[src/hdl/json_string_escaper_top_defines.svh]
// ---------------------------------------------------------------------------
// json string escaper assertion macros
// concurrent checks, compiled out when SYNTH is defined
// ---------------------------------------------------------------------------
`ifndef JSON_STRING_ESCAPER_TOP_DEFINES_SVH
`define JSON_STRING_ESCAPER_TOP_DEFINES_SVH

`ifndef SYNTH
// same-cycle implication
`define JSE_ASSERT(label, clk, rst, prop) \
   label: assert property (@(posedge clk) disable iff (rst) (prop)) \
      else $error("json escaper check failed");
// implication checked in the next cycle
`define JSE_ASSERT_NEXT(label, clk, rst, cond, prop) \
   label: assert property (@(posedge clk) disable iff (rst) (cond) |=> (prop)) \
      else $error("json escaper check failed");
`else
`define JSE_ASSERT(label, clk, rst, prop)
`define JSE_ASSERT_NEXT(label, clk, rst, cond, prop)
`endif

`endif

[src/hdl/jse_pkg.sv]
// ---------------------------------------------------------------------------
// jse_pkg
// shared types, characters and helpers for the json string escaper
// ---------------------------------------------------------------------------
package jse_pkg;

   localparam int STEP_W = 3;   // up to six bytes per input word

   localparam logic [7:0] CH_QUOTE = 8'h22;
   localparam logic [7:0] CH_BSLASH = 8'h5c;
   localparam logic [7:0] CH_BS = 8'h08;
   localparam logic [7:0] CH_FF = 8'h0c;
   localparam logic [7:0] CH_LF = 8'h0a;
   localparam logic [7:0] CH_CR = 8'h0d;
   localparam logic [7:0] CH_TAB = 8'h09;
   localparam logic [7:0] CH_DEL = 8'h7f;
   localparam logic [7:0] CH_LOW_B = 8'h62;
   localparam logic [7:0] CH_LOW_F = 8'h66;
   localparam logic [7:0] CH_LOW_N = 8'h6e;
   localparam logic [7:0] CH_LOW_R = 8'h72;
   localparam logic [7:0] CH_LOW_T = 8'h74;
   localparam logic [7:0] CH_LOW_X = 8'h78;
   localparam logic [7:0] CH_ZERO = 8'h30;
   localparam logic [7:0] CH_LOW_A = 8'h61;

   typedef struct packed {
      logic [7:0] data_byte;
      logic       first_flag;
      logic       last_flag;
      logic       empty_flag;
   } item_type;

   typedef struct packed {
      logic [7:0]        out_byte;
      logic              run_end;
      logic              string_end;
      logic [STEP_W-1:0] count;
   } expand_type;

   // lower-case hex digit
   function automatic logic [7:0] hex_char(input logic [3:0] nib);
      logic [7:0] r;
      if (nib < 4'd10) begin
         r = CH_ZERO + {4'd0, nib};
      end else begin
         r = CH_LOW_A + {4'd0, nib} - 8'd10;
      end
      return r;
   endfunction

endpackage

[src/hdl/json_string_escaper_top.sv]
// ---------------------------------------------------------------------------
// json_string_escaper_top
// an input word is loaded into the held-word register, and its bytes then leave
//   through the output register, one result word per cycle while the result side takes
//   them; a word holds the expander until all its bytes (1 to 6) are out, a number set
//   by its escape class and quote markers; the next word may load with its last byte
// reset: synchronous, clears held-word valid, step counter and output valid
// ---------------------------------------------------------------------------
`include "json_string_escaper_top_defines.svh"

module json_string_escaper_top
   import jse_pkg::*;
(
   input  logic       clock,
   input  logic       reset,
   input  logic       req_valid,
   output logic       req_ready,
   input  logic [7:0] req_data_byte,
   input  logic       req_first_flag,
   input  logic       req_last_flag,
   input  logic       req_empty_flag,
   output logic       rsp_valid,
   input  logic       rsp_ready,
   output logic [7:0] rsp_out_byte,
   output logic       rsp_run_end,
   output logic       rsp_string_end
);

   // held input word and the index of the next byte to emit from it
   item_type          item_ff, item_in;
   logic              item_valid_ff, item_valid_in;
   logic [STEP_W-1:0] step_ff, step_in;

   // output register, parts the result side from the expander
   logic              rsp_valid_ff, rsp_valid_in;
   logic [7:0]        rsp_byte_ff, rsp_byte_in;
   logic              rsp_run_end_ff, rsp_run_end_in;
   logic              rsp_string_end_ff, rsp_string_end_in;

   expand_type        exp_res;
   logic              out_free;
   logic              emit;
   logic              done;
   logic              req_fire;

   jse_expand u_expand (
      .item (item_ff),
      .step (step_ff),
      .res  (exp_res)
   );

   // output slot is free when empty or being drained this cycle
   assign out_free = !rsp_valid_ff || rsp_ready;
   assign emit     = item_valid_ff && out_free;
   // last byte of the held word goes out now, so the next word may load
   assign done     = emit && exp_res.run_end;
   assign req_ready = !item_valid_ff || done;
   assign req_fire  = req_valid && req_ready;

   always_comb begin
      item_in = item_ff;
      item_valid_in = item_valid_ff;
      step_in = step_ff;
      if (emit) begin
         step_in = step_ff + STEP_W'(1);
      end
      if (done) begin
         item_valid_in = 1'b0;
         step_in = '0;
      end
      if (req_fire) begin
         item_in.data_byte = req_data_byte;
         item_in.first_flag = req_first_flag;
         item_in.last_flag = req_last_flag;
         item_in.empty_flag = req_empty_flag;
         item_valid_in = 1'b1;
      end
   end

   always_comb begin
      rsp_valid_in = rsp_valid_ff;
      rsp_byte_in = rsp_byte_ff;
      rsp_run_end_in = rsp_run_end_ff;
      rsp_string_end_in = rsp_string_end_ff;
      if (rsp_valid_ff && rsp_ready) begin
         rsp_valid_in = 1'b0;
      end
      if (emit) begin
         rsp_valid_in = 1'b1;
         rsp_byte_in = exp_res.out_byte;
         rsp_run_end_in = exp_res.run_end;
         rsp_string_end_in = exp_res.string_end;
      end
   end

   // control state
   always_ff @(posedge clock) begin
      if (reset) begin
         item_valid_ff <= 1'b0;
         step_ff <= '0;
         rsp_valid_ff <= 1'b0;
      end else begin
         item_valid_ff <= item_valid_in;
         step_ff <= step_in;
         rsp_valid_ff <= rsp_valid_in;
      end
   end

   // payload, no reset
   always_ff @(posedge clock) begin
      item_ff <= item_in;
      rsp_byte_ff <= rsp_byte_in;
      rsp_run_end_ff <= rsp_run_end_in;
      rsp_string_end_ff <= rsp_string_end_in;
   end

   assign rsp_valid = rsp_valid_ff;
   assign rsp_out_byte = rsp_byte_ff;
   assign rsp_run_end = rsp_run_end_ff;
   assign rsp_string_end = rsp_string_end_ff;

   // step index never runs past the length of the held word
   `JSE_ASSERT(a_step_in_range, clock, reset, !item_valid_ff || step_ff < exp_res.count)
   // a nonzero step only exists while a word is held
   `JSE_ASSERT(a_step_idle, clock, reset, item_valid_ff || step_ff == '0)
   // a closing quote always ends the run of its word
   `JSE_ASSERT(a_close_quote, clock, reset,
      !(rsp_valid_ff && rsp_string_end_ff) || (rsp_run_end_ff && rsp_byte_ff == CH_QUOTE))
   // a taken word is held in the next cycle
   `JSE_ASSERT_NEXT(a_load, clock, reset, req_fire, item_valid_ff && step_ff == '0)

endmodule

[src/hdl/jse_expand.sv]
// ---------------------------------------------------------------------------
// jse_expand
// picks one byte of the quoted, escaped form of a held word by step index
// ---------------------------------------------------------------------------
module jse_expand
   import jse_pkg::*;
(
   input  item_type          item,
   input  logic [STEP_W-1:0] step,
   output expand_type        res
);

   logic [7:0]        body [0:3];
   logic [2:0]        body_len;
   logic [7:0]        esc;
   logic              pre;
   logic [STEP_W-1:0] k;
   logic [STEP_W-1:0] n;

   always_comb begin
      case (item.data_byte)
         CH_QUOTE:  esc = CH_QUOTE;
         CH_BSLASH: esc = CH_BSLASH;
         CH_BS:     esc = CH_LOW_B;
         CH_FF:     esc = CH_LOW_F;
         CH_LF:     esc = CH_LOW_N;
         CH_CR:     esc = CH_LOW_R;
         CH_TAB:    esc = CH_LOW_T;
         default:   esc = 8'd0;
      endcase
   end

   always_comb begin
      body[0] = CH_BSLASH;
      body[1] = esc;
      body[2] = hex_char(item.data_byte[7:4]);
      body[3] = hex_char(item.data_byte[3:0]);
      body_len = 3'd2;
      if (esc == 8'd0) begin
         if (item.data_byte inside {[8'h00:8'h1f], CH_DEL}) begin
            body[1] = CH_LOW_X;
            body_len = 3'd4;
         end else begin
            body[0] = item.data_byte;
            body_len = 3'd1;
         end
      end
   end

   always_comb begin
      pre = item.first_flag;
      k = step - {{(STEP_W-1){1'b0}}, pre};
      if (item.empty_flag) begin
         n = STEP_W'(2);
         res.out_byte = CH_QUOTE;
         res.string_end = (step == STEP_W'(1));
      end else begin
         n = {{(STEP_W-1){1'b0}}, pre} + STEP_W'(body_len)
             + {{(STEP_W-1){1'b0}}, item.last_flag};
         res.string_end = 1'b0;
         if (pre && step == '0) begin
            res.out_byte = CH_QUOTE;
         end else if (k < STEP_W'(body_len)) begin
            res.out_byte = body[k[1:0]];
         end else begin
            res.out_byte = CH_QUOTE;
            res.string_end = 1'b1;
         end
      end
      res.run_end = (step == n - STEP_W'(1));
      res.count = n;
   end

endmodule
[config.mk]
export PLATFORM = sky130hd
export DESIGN_NAME = json_string_escaper_top
export DESIGN_NICKNAME = d
export VERILOG_FILES = /design/src/hdl/jse_pkg.sv /design/src/hdl/json_string_escaper_top.sv /design/src/hdl/jse_expand.sv
export VERILOG_INCLUDE_DIRS = /design/src /design/src/hdl
export SDC_FILE = /design/constraint.sdc
export NUM_CORES = 1
export LEC_CHECK = 0
export ABC_AREA = 0
export BUFFER_PORTS_ARGS = -buffer_cell sky130_fd_sc_hd__buf_2
export CAP_MARGIN = 20
export CORE_MARGIN = 2
export CORE_UTILIZATION = 60
export CTS_BUF_LIST = sky130_fd_sc_hd__clkbuf_4 sky130_fd_sc_hd__clkbuf_8 sky130_fd_sc_hd__clkbuf_16
export CTS_CLUSTER_DIAMETER = 80
export DETAILED_ROUTE_END_ITERATION = 10
export PLACE_DENSITY = 0.94
export SYNTH_ARGS = -nofsm -noshare
export SYNTH_HDL_FRONTEND = slang
export SYNTH_SLANG_ARGS = --single-unit
[constraint.sdc]
create_clock -name clock -period 6.2 [get_ports clock]
set_clock_uncertainty 0.15 [all_clocks]
set_input_delay 0.93 -clock clock [delete_from_list [all_inputs] [get_ports clock]]
set_output_delay 0.93 -clock clock [all_outputs]
set_load 0.02 [all_outputs]
==> flow_summary_export.csv, run 1 <==
group,metric,value,unit
worst_setup_path,ff2ff_setup_slack,1.69,ns
power_and_ir_drop,peakVddDrop,161,uV
global_route,gr-usage-met2,32.9,%
worst_setup_path,r2r_cells,16,
global_route,top_usage_layer,"met2",
clock_network,insertion_delay,0.32,ns
place,placed_area,2070,um2
final_layout,stdcell_area,2120,um2
logic_synthesis,ys_types,59,
worst_setup_path,critPathCaptureType,"primary output",
clock_network,cts.sinks,26,
power_and_ir_drop,total_leakage_power,0.888,nW
clock_network,cts_resized,0,
floorplanning,die_x,60.7,um
logic_synthesis,seq_area_frac_synth,37.9,%
worst_setup_path,rr_endpoint,"item_ff[5]$_DFFE_PP_",
routing,drc,0,
routing,dr.pass1.iters,5,
routing,dr_total_vias,1485,
logic_synthesis,synthesis.nets,223,
logic_synthesis,synth_ff_type,"edfxtp_1",
clock_network,htree_levels,1,
worst_setup_path,start_kind,"flop",
place,gp_congestion,0.987,
logic_synthesis,synth_top_area_share,32.7,%
global_route,antenna_found_initial,0,
power_and_ir_drop,p_total,0.000482,W
floorplanning,core,3050,um2
routing,routed_wl,3.55,mm
final_layout,drive_gt1_share,21.7,%
logic_synthesis,yosys-top-cells-area,"edfxtp_1 33%, ha_1 12%, dfxtp_1 5.2%",
logic_synthesis,synth_edf_count,21,
logic_synthesis,synthCells,189,
timing,min_period,5.01,ns
clock_network,cts_tree,"yes",
global_route,use_met3,2.99,%
routing,drtIter0Drc,67,
timing,worstMarginPinSlew,0.925,ns
timing,fin_tns_setup,0,ns
timing,hold_viol,0,
final_layout,syn2layout_area_growth,9.88,%
power_and_ir_drop,powerDensity,228,nW/um2
place,dp_slack,1.60,ns
final_layout,antenna_cells,0,
place,port_buffers,26,
logic_synthesis,netlist_area,1930,um2
global_route,grt_max_degree,20,
floorplanning,initial_utilization,63.1,%
timing,fmax,0.200,GHz
floorplanning,fp-row-count,20,
timing,timing.final.crit_share,80.8,%
floorplanning,ios,27,
routing,vias_per_cell,5.80,
global_route,met1_usage,30.9,%
logic_synthesis,ys_warn_count,0,
final_layout,fill_cells,235,
global_route,grt_first_pass_wirelength,5.93,mm
worst_setup_path,r2r-start,"item_ff[3]$_DFFE_PP_",
timing,slew_violations,0,
final_layout,fin_util,69.3,%
final_layout,nets,247,
flow_run,max_cap_violations,0,
worst_setup_path,cp_data_required_time,5.12,ns
clock_network,cts_root_buffer,"clkbuf_4",
worst_hold_path,worst_hold_path.endpoint,"rsp_valid$_SDFFE_PP0P_",
routing,wl_per_cell,13.9,um
worst_setup_path,critPathKind,"flop to primary output",
worst_hold_path,hold_class,"flop to flop",
logic_synthesis,synth_area_leader_cell,"edfxtp_1",
worst_hold_path,whs_path_depth,2,
logic_synthesis,synthArstFlopShare,0,%
outcome,outcome,"completed",
logic_synthesis,avgSynthCellArea,10.2,um2
place,dp_hpwl,2.66,mm
worst_hold_path,hp-start,"rsp_valid$_SDFFE_PP0P_",
worst_setup_path,arrival,3.93,ns
timing,rsz0062_at_grt,"false",
timing,finalWorstSetupSlack,1.19,ns
global_route,first_global_vias,1309,
timing,finalSetupViolCount,0,
logic_synthesis,synth_common_cells,"21 x edfxtp_1, 21 x nand2_1, 18 x ha_1, 15 x inv_1, 12 x nor2_1",
floorplanning,die_y,60.7,um
clock_network,cts_made_buffers,3,
worst_setup_path,worstPathMaxFanout,6,
global_route,overflow,0,
routing,drt.antenna.violating_nets,0,
floorplanning,die-area,3680,um2
clock_network,cts_hold_buf,0,
timing,relSlewSlack,38.4,%
logic_synthesis,ys_seq_elements,26,
global_route,grt_usage,21.3,%
clock_network,postCtsSetupBuffers,0,
clock_network,clk_path_buf_depth,2,
clock_network,path_clk_slew,0.14,ns
## layer usage
layer / vias to the layer above / part of all wire (%)
met3: 2 / 6.1
li1: 738 / -
met5: - / 0
met4: 0 / 0.82
met1: 688 / 46
met2: 57 / 47
## power breakdown
part	internal (W)	switching [W]	leakage (nW)
sequential	0.000207	0.0000136	0.238
clock	0.0000492	0.0000510	0.0261
combinational	0.0000633	0.0000978	0.624
total	0.000320	0.000162	0.888
## area by class of cell
type / instances / area [um2] / share of cell area (%)
multi-input combinational: 139 / 1090 / 51.3
timing repair buffer: 26 / 130 / 6.15
inverter: 17 / 66.3 / 3.13
tap: 44 / 55.1 / 2.60
clock buffer: 4 / 47.5 / 2.25
sequential: 26 / 731 / 34.5
## worst max-delay path by stage
stage	startpoint	cells past startpoint	slack [ns]	end
after floorplan	item_ff[3]$_DFFE_PP_	16	1.80	req_ready
after global placement	item_ff[3]$_DFFE_PP_	16	1.63	req_ready
after detailed placement	item_ff[3]$_DFFE_PP_	16	1.60	req_ready
after CTS	item_ff[3]$_DFFE_PP_	16	1.20	req_ready
after global routing	item_ff[3]$_DFFE_PP_	16	0.87	req_ready
final	item_ff[3]$_DFFE_PP_	16	1.19	req_ready
## cells by family after synthesis
kind of cell / count (synthesis) / synth area share [%]
DFF: 26 / 37.9
and+or+nand+nor: 60 / 17.7
AOI/OAI and AO/OA: 51 / 21.6
xor gates and xnor gates: 8 / 3.64
muxes: 1 / 0.715
adders and majority gates: 19 / 12.7
buffers and inverters: 24 / 5.65
## cell usage in the layout, fill, tap and decap left out, drive strengths merged, types with 2 or more instances in the layout
master  synthesis  routed
o32ai           2       2
o21ai          12      12
o211a           3       3
clkbuf          3       4
nand4           4       4
inv            17      17
buf             4      26
a21oi           9       9
nand2          21      21
xor2            3       3
edfxtp         21      21
nor3            3       3
a31oi           2       2
nand3b          2       2
xnor2           5       5
nor2           12      12
o31ai           2       2
or3             4       4
nand2b          3       3
o211ai          2       2
a21boi          3       3
nand3           2       2
ha             18      18
dfxtp           5       5
a211oi          5       5
a41o            2       2
## critical path: stages, from the launching register on
cell and delay, ns:
edfxtp_1 0.45, inv_1 0.22, ha_1 0.21, nor2b_1 0.38
nand4b_2 0.26, nand3_4 0.17, inv_4 0.08, nand2b_1 0.09
fa_1 0.40, nor2_1 0.18, inv_1 0.07, ha_1 0.30
xor2_1 0.15, and3_1 0.18, mux2i_2 0.21, o21ai_0 0.10
buf_2 0.16
## through the flow
stage	hold slack (ns)	cells
after floorplan	0.313	189
after global routing	0.389	256
after CTS	0.375	256
after detailed placement	0.355	252
after global placement	0.341	252
final	0.368	256
## registers in the layout, indices dropped and copies added, names as in the netlist
signal          cells
rsp_out_byte        8
item_ff            11
rsp_run_end         1
step_ff             3
rsp_valid           1
item_valid_ff       1
rsp_string_end      1
No activity file was read; power rests on OpenSTA's default activity.
==> run 2: changes to the inputs <==
--- a/config.mk
+++ b/config.mk
@@ -6,15 +6,15 @@
 export SDC_FILE = /design/constraint.sdc
 export NUM_CORES = 1
 export LEC_CHECK = 0
-export ABC_AREA = 0
+export ABC_AREA = 1
 export BUFFER_PORTS_ARGS = -buffer_cell sky130_fd_sc_hd__buf_2
 export CAP_MARGIN = 20
 export CORE_MARGIN = 2
-export CORE_UTILIZATION = 60
+export CORE_UTILIZATION = 57
 export CTS_BUF_LIST = sky130_fd_sc_hd__clkbuf_4 sky130_fd_sc_hd__clkbuf_8 sky130_fd_sc_hd__clkbuf_16
 export CTS_CLUSTER_DIAMETER = 80
 export DETAILED_ROUTE_END_ITERATION = 10
-export PLACE_DENSITY = 0.94
+export PLACE_DENSITY = 0.9
 export SYNTH_ARGS = -nofsm -noshare
 export SYNTH_HDL_FRONTEND = slang
 export SYNTH_SLANG_ARGS = --single-unit
==> constraint.sdc (replaced) <==
create_clock -name clock -period 5.1 [get_ports clock]
set_clock_uncertainty 0.15 [all_clocks]
set_input_delay 0.765 -clock clock [delete_from_list [all_inputs] [get_ports clock]]
set_output_delay 0.765 -clock clock [all_outputs]
set_load 0.02 [all_outputs]
==> run 2 against run 1 <==
  * Critical path depth grew 3
  * First-iteration DRC count grew 4.5%
  * Combinational power shrank 5%
  * Highest routed layer unchanged
==> flow_summary_export.csv, run 2 <==
group,metric,value,unit
power_and_ir_drop,p_total,0.000507,W
worst_setup_path,critPathKind,"flop to primary output",
floorplanning,die_x,61.6,um
floorplanning,die-area,3800,um2
worst_hold_path,hold_class,"flop to flop",
logic_synthesis,ys_warn_count,0,
power_and_ir_drop,powerDensity,245,nW/um2
logic_synthesis,synth_ff_type,"edfxtp_1",
global_route,antenna_found_initial,0,
logic_synthesis,ys_seq_elements,26,
global_route,grt_max_degree,15,
global_route,met1_usage,27.6,%
final_layout,regArea,731,um2
timing,finalWorstSetupSlack,0.687,ns
routing,drc,0,
routing,vias_per_cell,5.40,
routing,drt.antenna.violating_nets,0,
routing,wl_per_cell,12.2,um
routing,routed_wl,3.48,mm
clock_network,clk_path_buf_depth,2,
routing,dr_total_vias,1534,
clock_network,htree_levels,1,
floorplanning,die_y,61.6,um
logic_synthesis,synth_edf_count,21,
worst_setup_path,start_kind,"flop",
logic_synthesis,yosysMostFrequentCell,"inv_1",
clock_network,cts_hold_buf,0,
flow_run,max_cap_violations,0,
timing,finalSetupViolCount,0,
floorplanning,ios,27,
clock_network,insertion_delay,0.32,ns
final_layout,top_register,"item_ff",
logic_synthesis,ys_types,36,
worst_setup_path,cp_data_required_time,4.18,ns
floorplanning,initial_utilization,61.0,%
timing,hold_viol,0,
logic_synthesis,synth_common_cells,"31 x inv_1, 25 x nand2_1, 21 x edfxtp_1, 20 x nor2_1, 18 x ha_1",
final_layout,largest_reg_flops,11,
logic_synthesis,synth_top_area_share,33.3,%
timing,relSlewSlack,41.1,%
final_layout,fin_util,66.9,%
clock_network,cts.sinks,26,
clock_network,cts_root_buffer,"clkbuf_4",
final_layout,syn2layout_area_growth,9.58,%
final_layout,antenna_cells,0,
logic_synthesis,yosys-top-cells-area,"edfxtp_1 33%, ha_1 12%, inv_1 6.1%",
timing,fmax,0.227,GHz
final_layout,multi_input_area,997,um2
logic_synthesis,seq_area_frac_synth,38.6,%
global_route,overflow,0,
clock_network,path_clk_slew,0.14,ns
global_route,grt_usage,20.2,%
global_route,grt_first_pass_wirelength,5.67,mm
routing,drtIter0Drc,70,
global_route,top_usage_layer,"met2",
worst_setup_path,arrival,3.50,ns
timing,worstMarginPinSlew,0.884,ns
timing,slew_violations,0,
floorplanning,core,3100,um2
logic_synthesis,netlist_area,1890,um2
final_layout,nets,275,
logic_synthesis,synthArstFlopShare,0,%
timing,min_period,4.41,ns
place,gp_congestion,0.996,
final_layout,drive_gt1_share,23.8,%
clock_network,postCtsSetupBuffers,0,
place,port_buffers,26,
power_and_ir_drop,peakVddDrop,176,uV
place,dp_hpwl,2.78,mm
logic_synthesis,avgSynthCellArea,8.85,um2
power_and_ir_drop,total_leakage_power,0.920,nW
clock_network,cts_tree,"yes",
place,dp_slack,1.02,ns
worst_setup_path,critPathCaptureType,"primary output",
routing,dr.pass1.iters,4,
timing,rsz0062_at_grt,"false",
logic_synthesis,synthesis.nets,248,
clock_network,cts_made_buffers,3,
timing,holdWs,0.347,ns
floorplanning,fp-row-count,20,
timing,timing.final.crit_share,86.5,%
final_layout,final_common_cell,"inv_1",
global_route,first_global_vias,1310,
global_route,use_met3,2.73,%
global_route,gr-usage-met2,32.9,%
final_layout,fill_cells,257,
timing,fin_tns_setup,0,ns
worst_setup_path,worstPathMaxFanout,5,
logic_synthesis,synth_area_leader_cell,"edfxtp_1",
outcome,outcome,"completed",
clock_network,cts_resized,0,
final_layout,final_cell_mix,"31 x inv_1, 26 x buf_2, 25 x nand2_1",
logic_synthesis,synthCells,214,
[run 2: per-layer routing]
metal | wire length [um] | up-vias | share of wire (%)
met1 | 1550 | 694 | 45
met4 | 47 | 0 | 1.4
li1 | - | 772 | -
met5 | 0 | - | 0
met3 | 218 | 5 | 6.3
met2 | 1660 | 63 | 48
[run 2: path summary, 6_finish.rpt]
path,from,end,slack [ns],cells past startpoint
worst max-delay path,item_ff[3]$_DFFE_PP_,req_ready,0.69,19
worst min-delay path,item_valid_ff$_SDFFE_PP0P_,item_valid_ff$_SDFFE_PP0P_,0.35,2
worst max register to register,item_ff[3]$_DFFE_PP_,item_ff[1]$_DFFE_PP_,0.95,18
worst min register to register,item_valid_ff$_SDFFE_PP0P_,item_valid_ff$_SDFFE_PP0P_,0.35,2
[run 2: final cells by class]
class,instances,area share [%]
inverter,35,6.33
tap,44,2.65
sequential,26,35.2
timing repair buffer,26,6.27
clock buffer,4,1.45
multi-input combinational,149,48.1
[run 2: kinds of logic (layout without fill, tap and decap cells)]
logic type      after synthesis  in the layout  share of synthesized area (%)
xor+xnor                      5              5                           2.31
compound gates               38             38                           12.8
fa+ha+maj                    19             19                           13.0
flops                        26             26                           38.6
buf+inv                      39             65                           8.72
simple gates                 87             87                           24.6
[run 2: per-stage QoR]
step / area, um2 / std cells
floorplan: 1890 / 214
detailed placement: 2040 / 280
global placement: 2040 / 280
finish: 2070 / 284
CTS: 2070 / 284
global route: 2070 / 284
[run 2: where the power goes]
part,leakage (nW),switching (W),internal (W)
Clock,0.0184,0.0000580,0.0000360
Combinational,0.663,0.0000982,0.0000546
Sequential,0.238,0.0000127,0.000248
Total,0.920,0.000169,0.000339
[run 2: worst max-delay path, cell delays in order (launching register included)]
cell and delay, ns:
edfxtp_1 0.46, inv_1 0.14, ha_1 0.24, nand3_1 0.12, inv_1 0.06, nand2_2 0.12
nand2_2 0.07, nor2_2 0.10, nand3_1 0.14, fa_1 0.42, nand2_1 0.12, nand2_1 0.06
nor2_1 0.10, ha_1 0.17, xor2_1 0.22, nand4_1 0.16, nand2_1 0.11, nand3_2 0.09
nand2_2 0.10, buf_2 0.16
==> run 3: changes to the inputs <==
--- a/config.mk
+++ b/config.mk
@@ -10,11 +10,11 @@
 export BUFFER_PORTS_ARGS = -buffer_cell sky130_fd_sc_hd__buf_2
 export CAP_MARGIN = 20
 export CORE_MARGIN = 2
-export CORE_UTILIZATION = 57
-export CTS_BUF_LIST = sky130_fd_sc_hd__clkbuf_4 sky130_fd_sc_hd__clkbuf_8 sky130_fd_sc_hd__clkbuf_16
+export CORE_UTILIZATION = 59
+export CTS_BUF_LIST = sky130_fd_sc_hd__clkbuf_4 sky130_fd_sc_hd__clkbuf_8
 export CTS_CLUSTER_DIAMETER = 80
 export DETAILED_ROUTE_END_ITERATION = 10
-export PLACE_DENSITY = 0.9
+export PLACE_DENSITY = 0.84
 export SYNTH_ARGS = -nofsm -noshare
 export SYNTH_HDL_FRONTEND = slang
 export SYNTH_SLANG_ARGS = --single-unit
==> run 3 against run 2 <==
  * Sequential share of layout area grew 0.064 points
  * Global-route usage grew 1.4 points
  * Via count shrank 1.1%
  * Flip-flop and latch count is the same
  * Non-clock buffer count is the same
  * Setup slack gained 0.0028 ns
  * Final cell count is the same
  * Die area shrank 3.2%
  * Register-to-register slack is essentially flat
  * Final area shrank 0.18%
  * Sequential power is essentially flat
  * Critical path type unchanged
==> flow_summary_export.csv, run 3 (same netlist as run 2, synthesis figures left out) <==
group,metric,value,unit
final_layout,fill_cells,250,
final_layout,antenna_cells,0,
worst_setup_path,rr_endpoint,"item_ff[9]$_DFFE_PP_",
global_route,first_global_vias,1395,
place,dp_hpwl,2.77,mm
floorplanning,die_x,60.6,um
clock_network,cts_hold_buf,0,
routing,drtIter0Drc,69,
place,gp_congestion,0.940,
clock_network,htree_levels,1,
timing,timing.final.crit_share,86.5,%
power_and_ir_drop,powerDensity,242,nW/um2
power_and_ir_drop,peakVddDrop,138,uV
power_and_ir_drop,p_int,0.000332,W
worst_setup_path,cp-startpoint,"item_ff[4]$_DFFE_PP_",
floorplanning,core,3050,um2
final_layout,drive_gt1_share,23.3,%
final_layout,top_register,"item_ff",
power_and_ir_drop,pwr-share-seq,52.1,%
clock_network,path_clk_slew,0.13,ns
worst_setup_path,r2r-start,"item_ff[4]$_DFFE_PP_",
floorplanning,die_y,60.6,um
floorplanning,die-area,3680,um2
routing,drc,0,
timing,rsz0062_at_grt,"false",
routing,drt.antenna.violating_nets,0,
floorplanning,fp-row-count,20,
place,port_buffers,26,
clock_network,clk_path_buf_depth,2,
floorplanning,ios,27,
clock_network,cts_root_buffer,"clkbuf_4",
global_route,grt_max_degree,15,
timing,finalSetupViolCount,0,
worst_setup_path,ff2ff_setup_slack,0.96,ns
timing,relSlewSlack,40.6,%
global_route,overflow,0,
global_route,grt_usage,21.7,%
final_layout,multi_input_area,997,um2
final_layout,syn2layout_area_growth,9.39,%
power_and_ir_drop,p_clk_share,17.3,%
routing,routed_wl,3.49,mm
clock_network,cts_made_buffers,3,
timing,slew_violations,0,
power_and_ir_drop,p_sw,0.000170,W
timing,min_period,4.41,ns
worst_setup_path,critPathKind,"flop to primary output",
worst_setup_path,arrival,3.49,ns
final_layout,nets,275,
routing,vias_per_cell,5.34,
routing,dr_total_vias,1517,
clock_network,insertion_delay,0.32,ns
worst_setup_path,r2r_cells,17,
clock_network,cts_tree,"yes",
flow_run,max_cap_violations,0,
final_layout,largest_reg_flops,11,
routing,wl_per_cell,12.3,um
outcome,outcome,"completed",
final_layout,layout.cells.non_filler,284,
routing,dr.pass1.iters,4,
clock_network,postCtsSetupBuffers,0,
global_route,antenna_found_initial,0,
power_and_ir_drop,total_leakage_power,0.916,nW
final_layout,final_cell_mix,"31 x inv_1, 26 x buf_2, 25 x nand2_1",
power_and_ir_drop,power_frac_comb,30.6,%
worst_setup_path,cp_data_required_time,4.18,ns
worst_hold_path,hold_class,"flop to flop",
final_layout,final_common_cell,"inv_1",
worst_setup_path,critPathCaptureType,"primary output",
timing,fmax,0.227,GHz
timing,hold_viol,0,
global_route,grt_first_pass_wirelength,5.93,mm
worst_setup_path,start_kind,"flop",
worst_setup_path,cp-endpoint,"req_ready",
clock_network,cts_resized,0,
place,placedCellCount,280,
power_and_ir_drop,switching_share,33.8,%
floorplanning,initial_utilization,62.0,%
timing,worstMarginPinSlew,0.891,ns
worst_setup_path,worstPathMaxFanout,6,
timing,fin_tns_setup,0,ns
clock_network,cts.sinks,26,
final_layout,regArea,731,um2
-- run 3: worst min-delay path by stage --
stage	startpoint	endpoint	slack [ns]	depth (start not counted)
after CTS	rsp_valid$_SDFFE_PP0P_	rsp_valid$_SDFFE_PP0P_	0.35	2
after global placement	rsp_valid$_SDFFE_PP0P_	rsp_valid$_SDFFE_PP0P_	0.32	2
after floorplan	step_ff[0]$_SDFFE_PP0P_	step_ff[0]$_SDFFE_PP0P_	0.35	2
final	rsp_valid$_SDFFE_PP0P_	rsp_valid$_SDFFE_PP0P_	0.35	2
after detailed placement	rsp_valid$_SDFFE_PP0P_	rsp_valid$_SDFFE_PP0P_	0.33	2
after global routing	rsp_valid$_SDFFE_PP0P_	rsp_valid$_SDFFE_PP0P_	0.37	2
-- run 3: layout make-up --
cell class / count / area share (%)
clock buffer: 3 / 1.09
inverter: 35 / 6.34
multi-input combinational: 149 / 48.2
tap: 44 / 2.66
sequential: 26 / 35.3
clock inverter: 1 / 0.181
timing repair buffer: 26 / 6.28
-- run 3: through the flow --
| stage | power [W] | instance area [um2] | util [%] | hold WS (ns) | setup slack [ns] |
|---|---|---|---|---|---|
| 2_1_floorplan | 0.000382 | 1890 | - | 0.351 | 1.39 |
| 3_3_place_gp | 0.000416 | 2040 | 67.0 | 0.322 | 1.08 |
| 3_5_place_dp | 0.000417 | 2040 | 67.0 | 0.329 | 0.988 |
| 4_1_cts | 0.000502 | 2070 | 67.8 | 0.349 | 0.725 |
| 5_1_grt | 0.000529 | 2070 | 67.8 | 0.370 | 0.332 |
| 6_report | 0.000501 | 2070 | 67.8 | 0.347 | 0.690 |
-- run 3: power groups by stage --
stage	Clock, W	Combinational [W]	Sequential (W)
5_1_grt	0.0000927	0.000173	0.000263
3_5_place_dp	0	0.000151	0.000266
2_1_floorplan	0	0.000112	0.000270
4_1_cts	0.0000890	0.000152	0.000261
3_3_place_gp	0	0.000151	0.000265
6_report	0.0000868	0.000153	0.000261
-- run 3: per-layer routing --
metal  up-vias  wire length (um)  global-route usage, %
li1        775                 -                      -
met1       661              1580                   29.4
met2        73              1600                   35.6
met3         8               238                   2.35
met4         0                72                   8.70
met5         -                 0                      0
-- run 3: critical path, cell delays in order, from the launching register on --
cell	delay [ns]
edfxtp_1	0.48
inv_1	0.15
ha_1	0.23
nand3_1	0.12
inv_1	0.06
nand2_2	0.11
nand2_2	0.07
nor2_2	0.11
nand3_1	0.14
fa_1	0.42
nand2_1	0.13
nand2_1	0.07
nor2_1	0.10
ha_1	0.25
xnor2_1	0.13
a21oi_1	0.19
nand3_2	0.13
nand2_2	0.10
buf_2	0.16
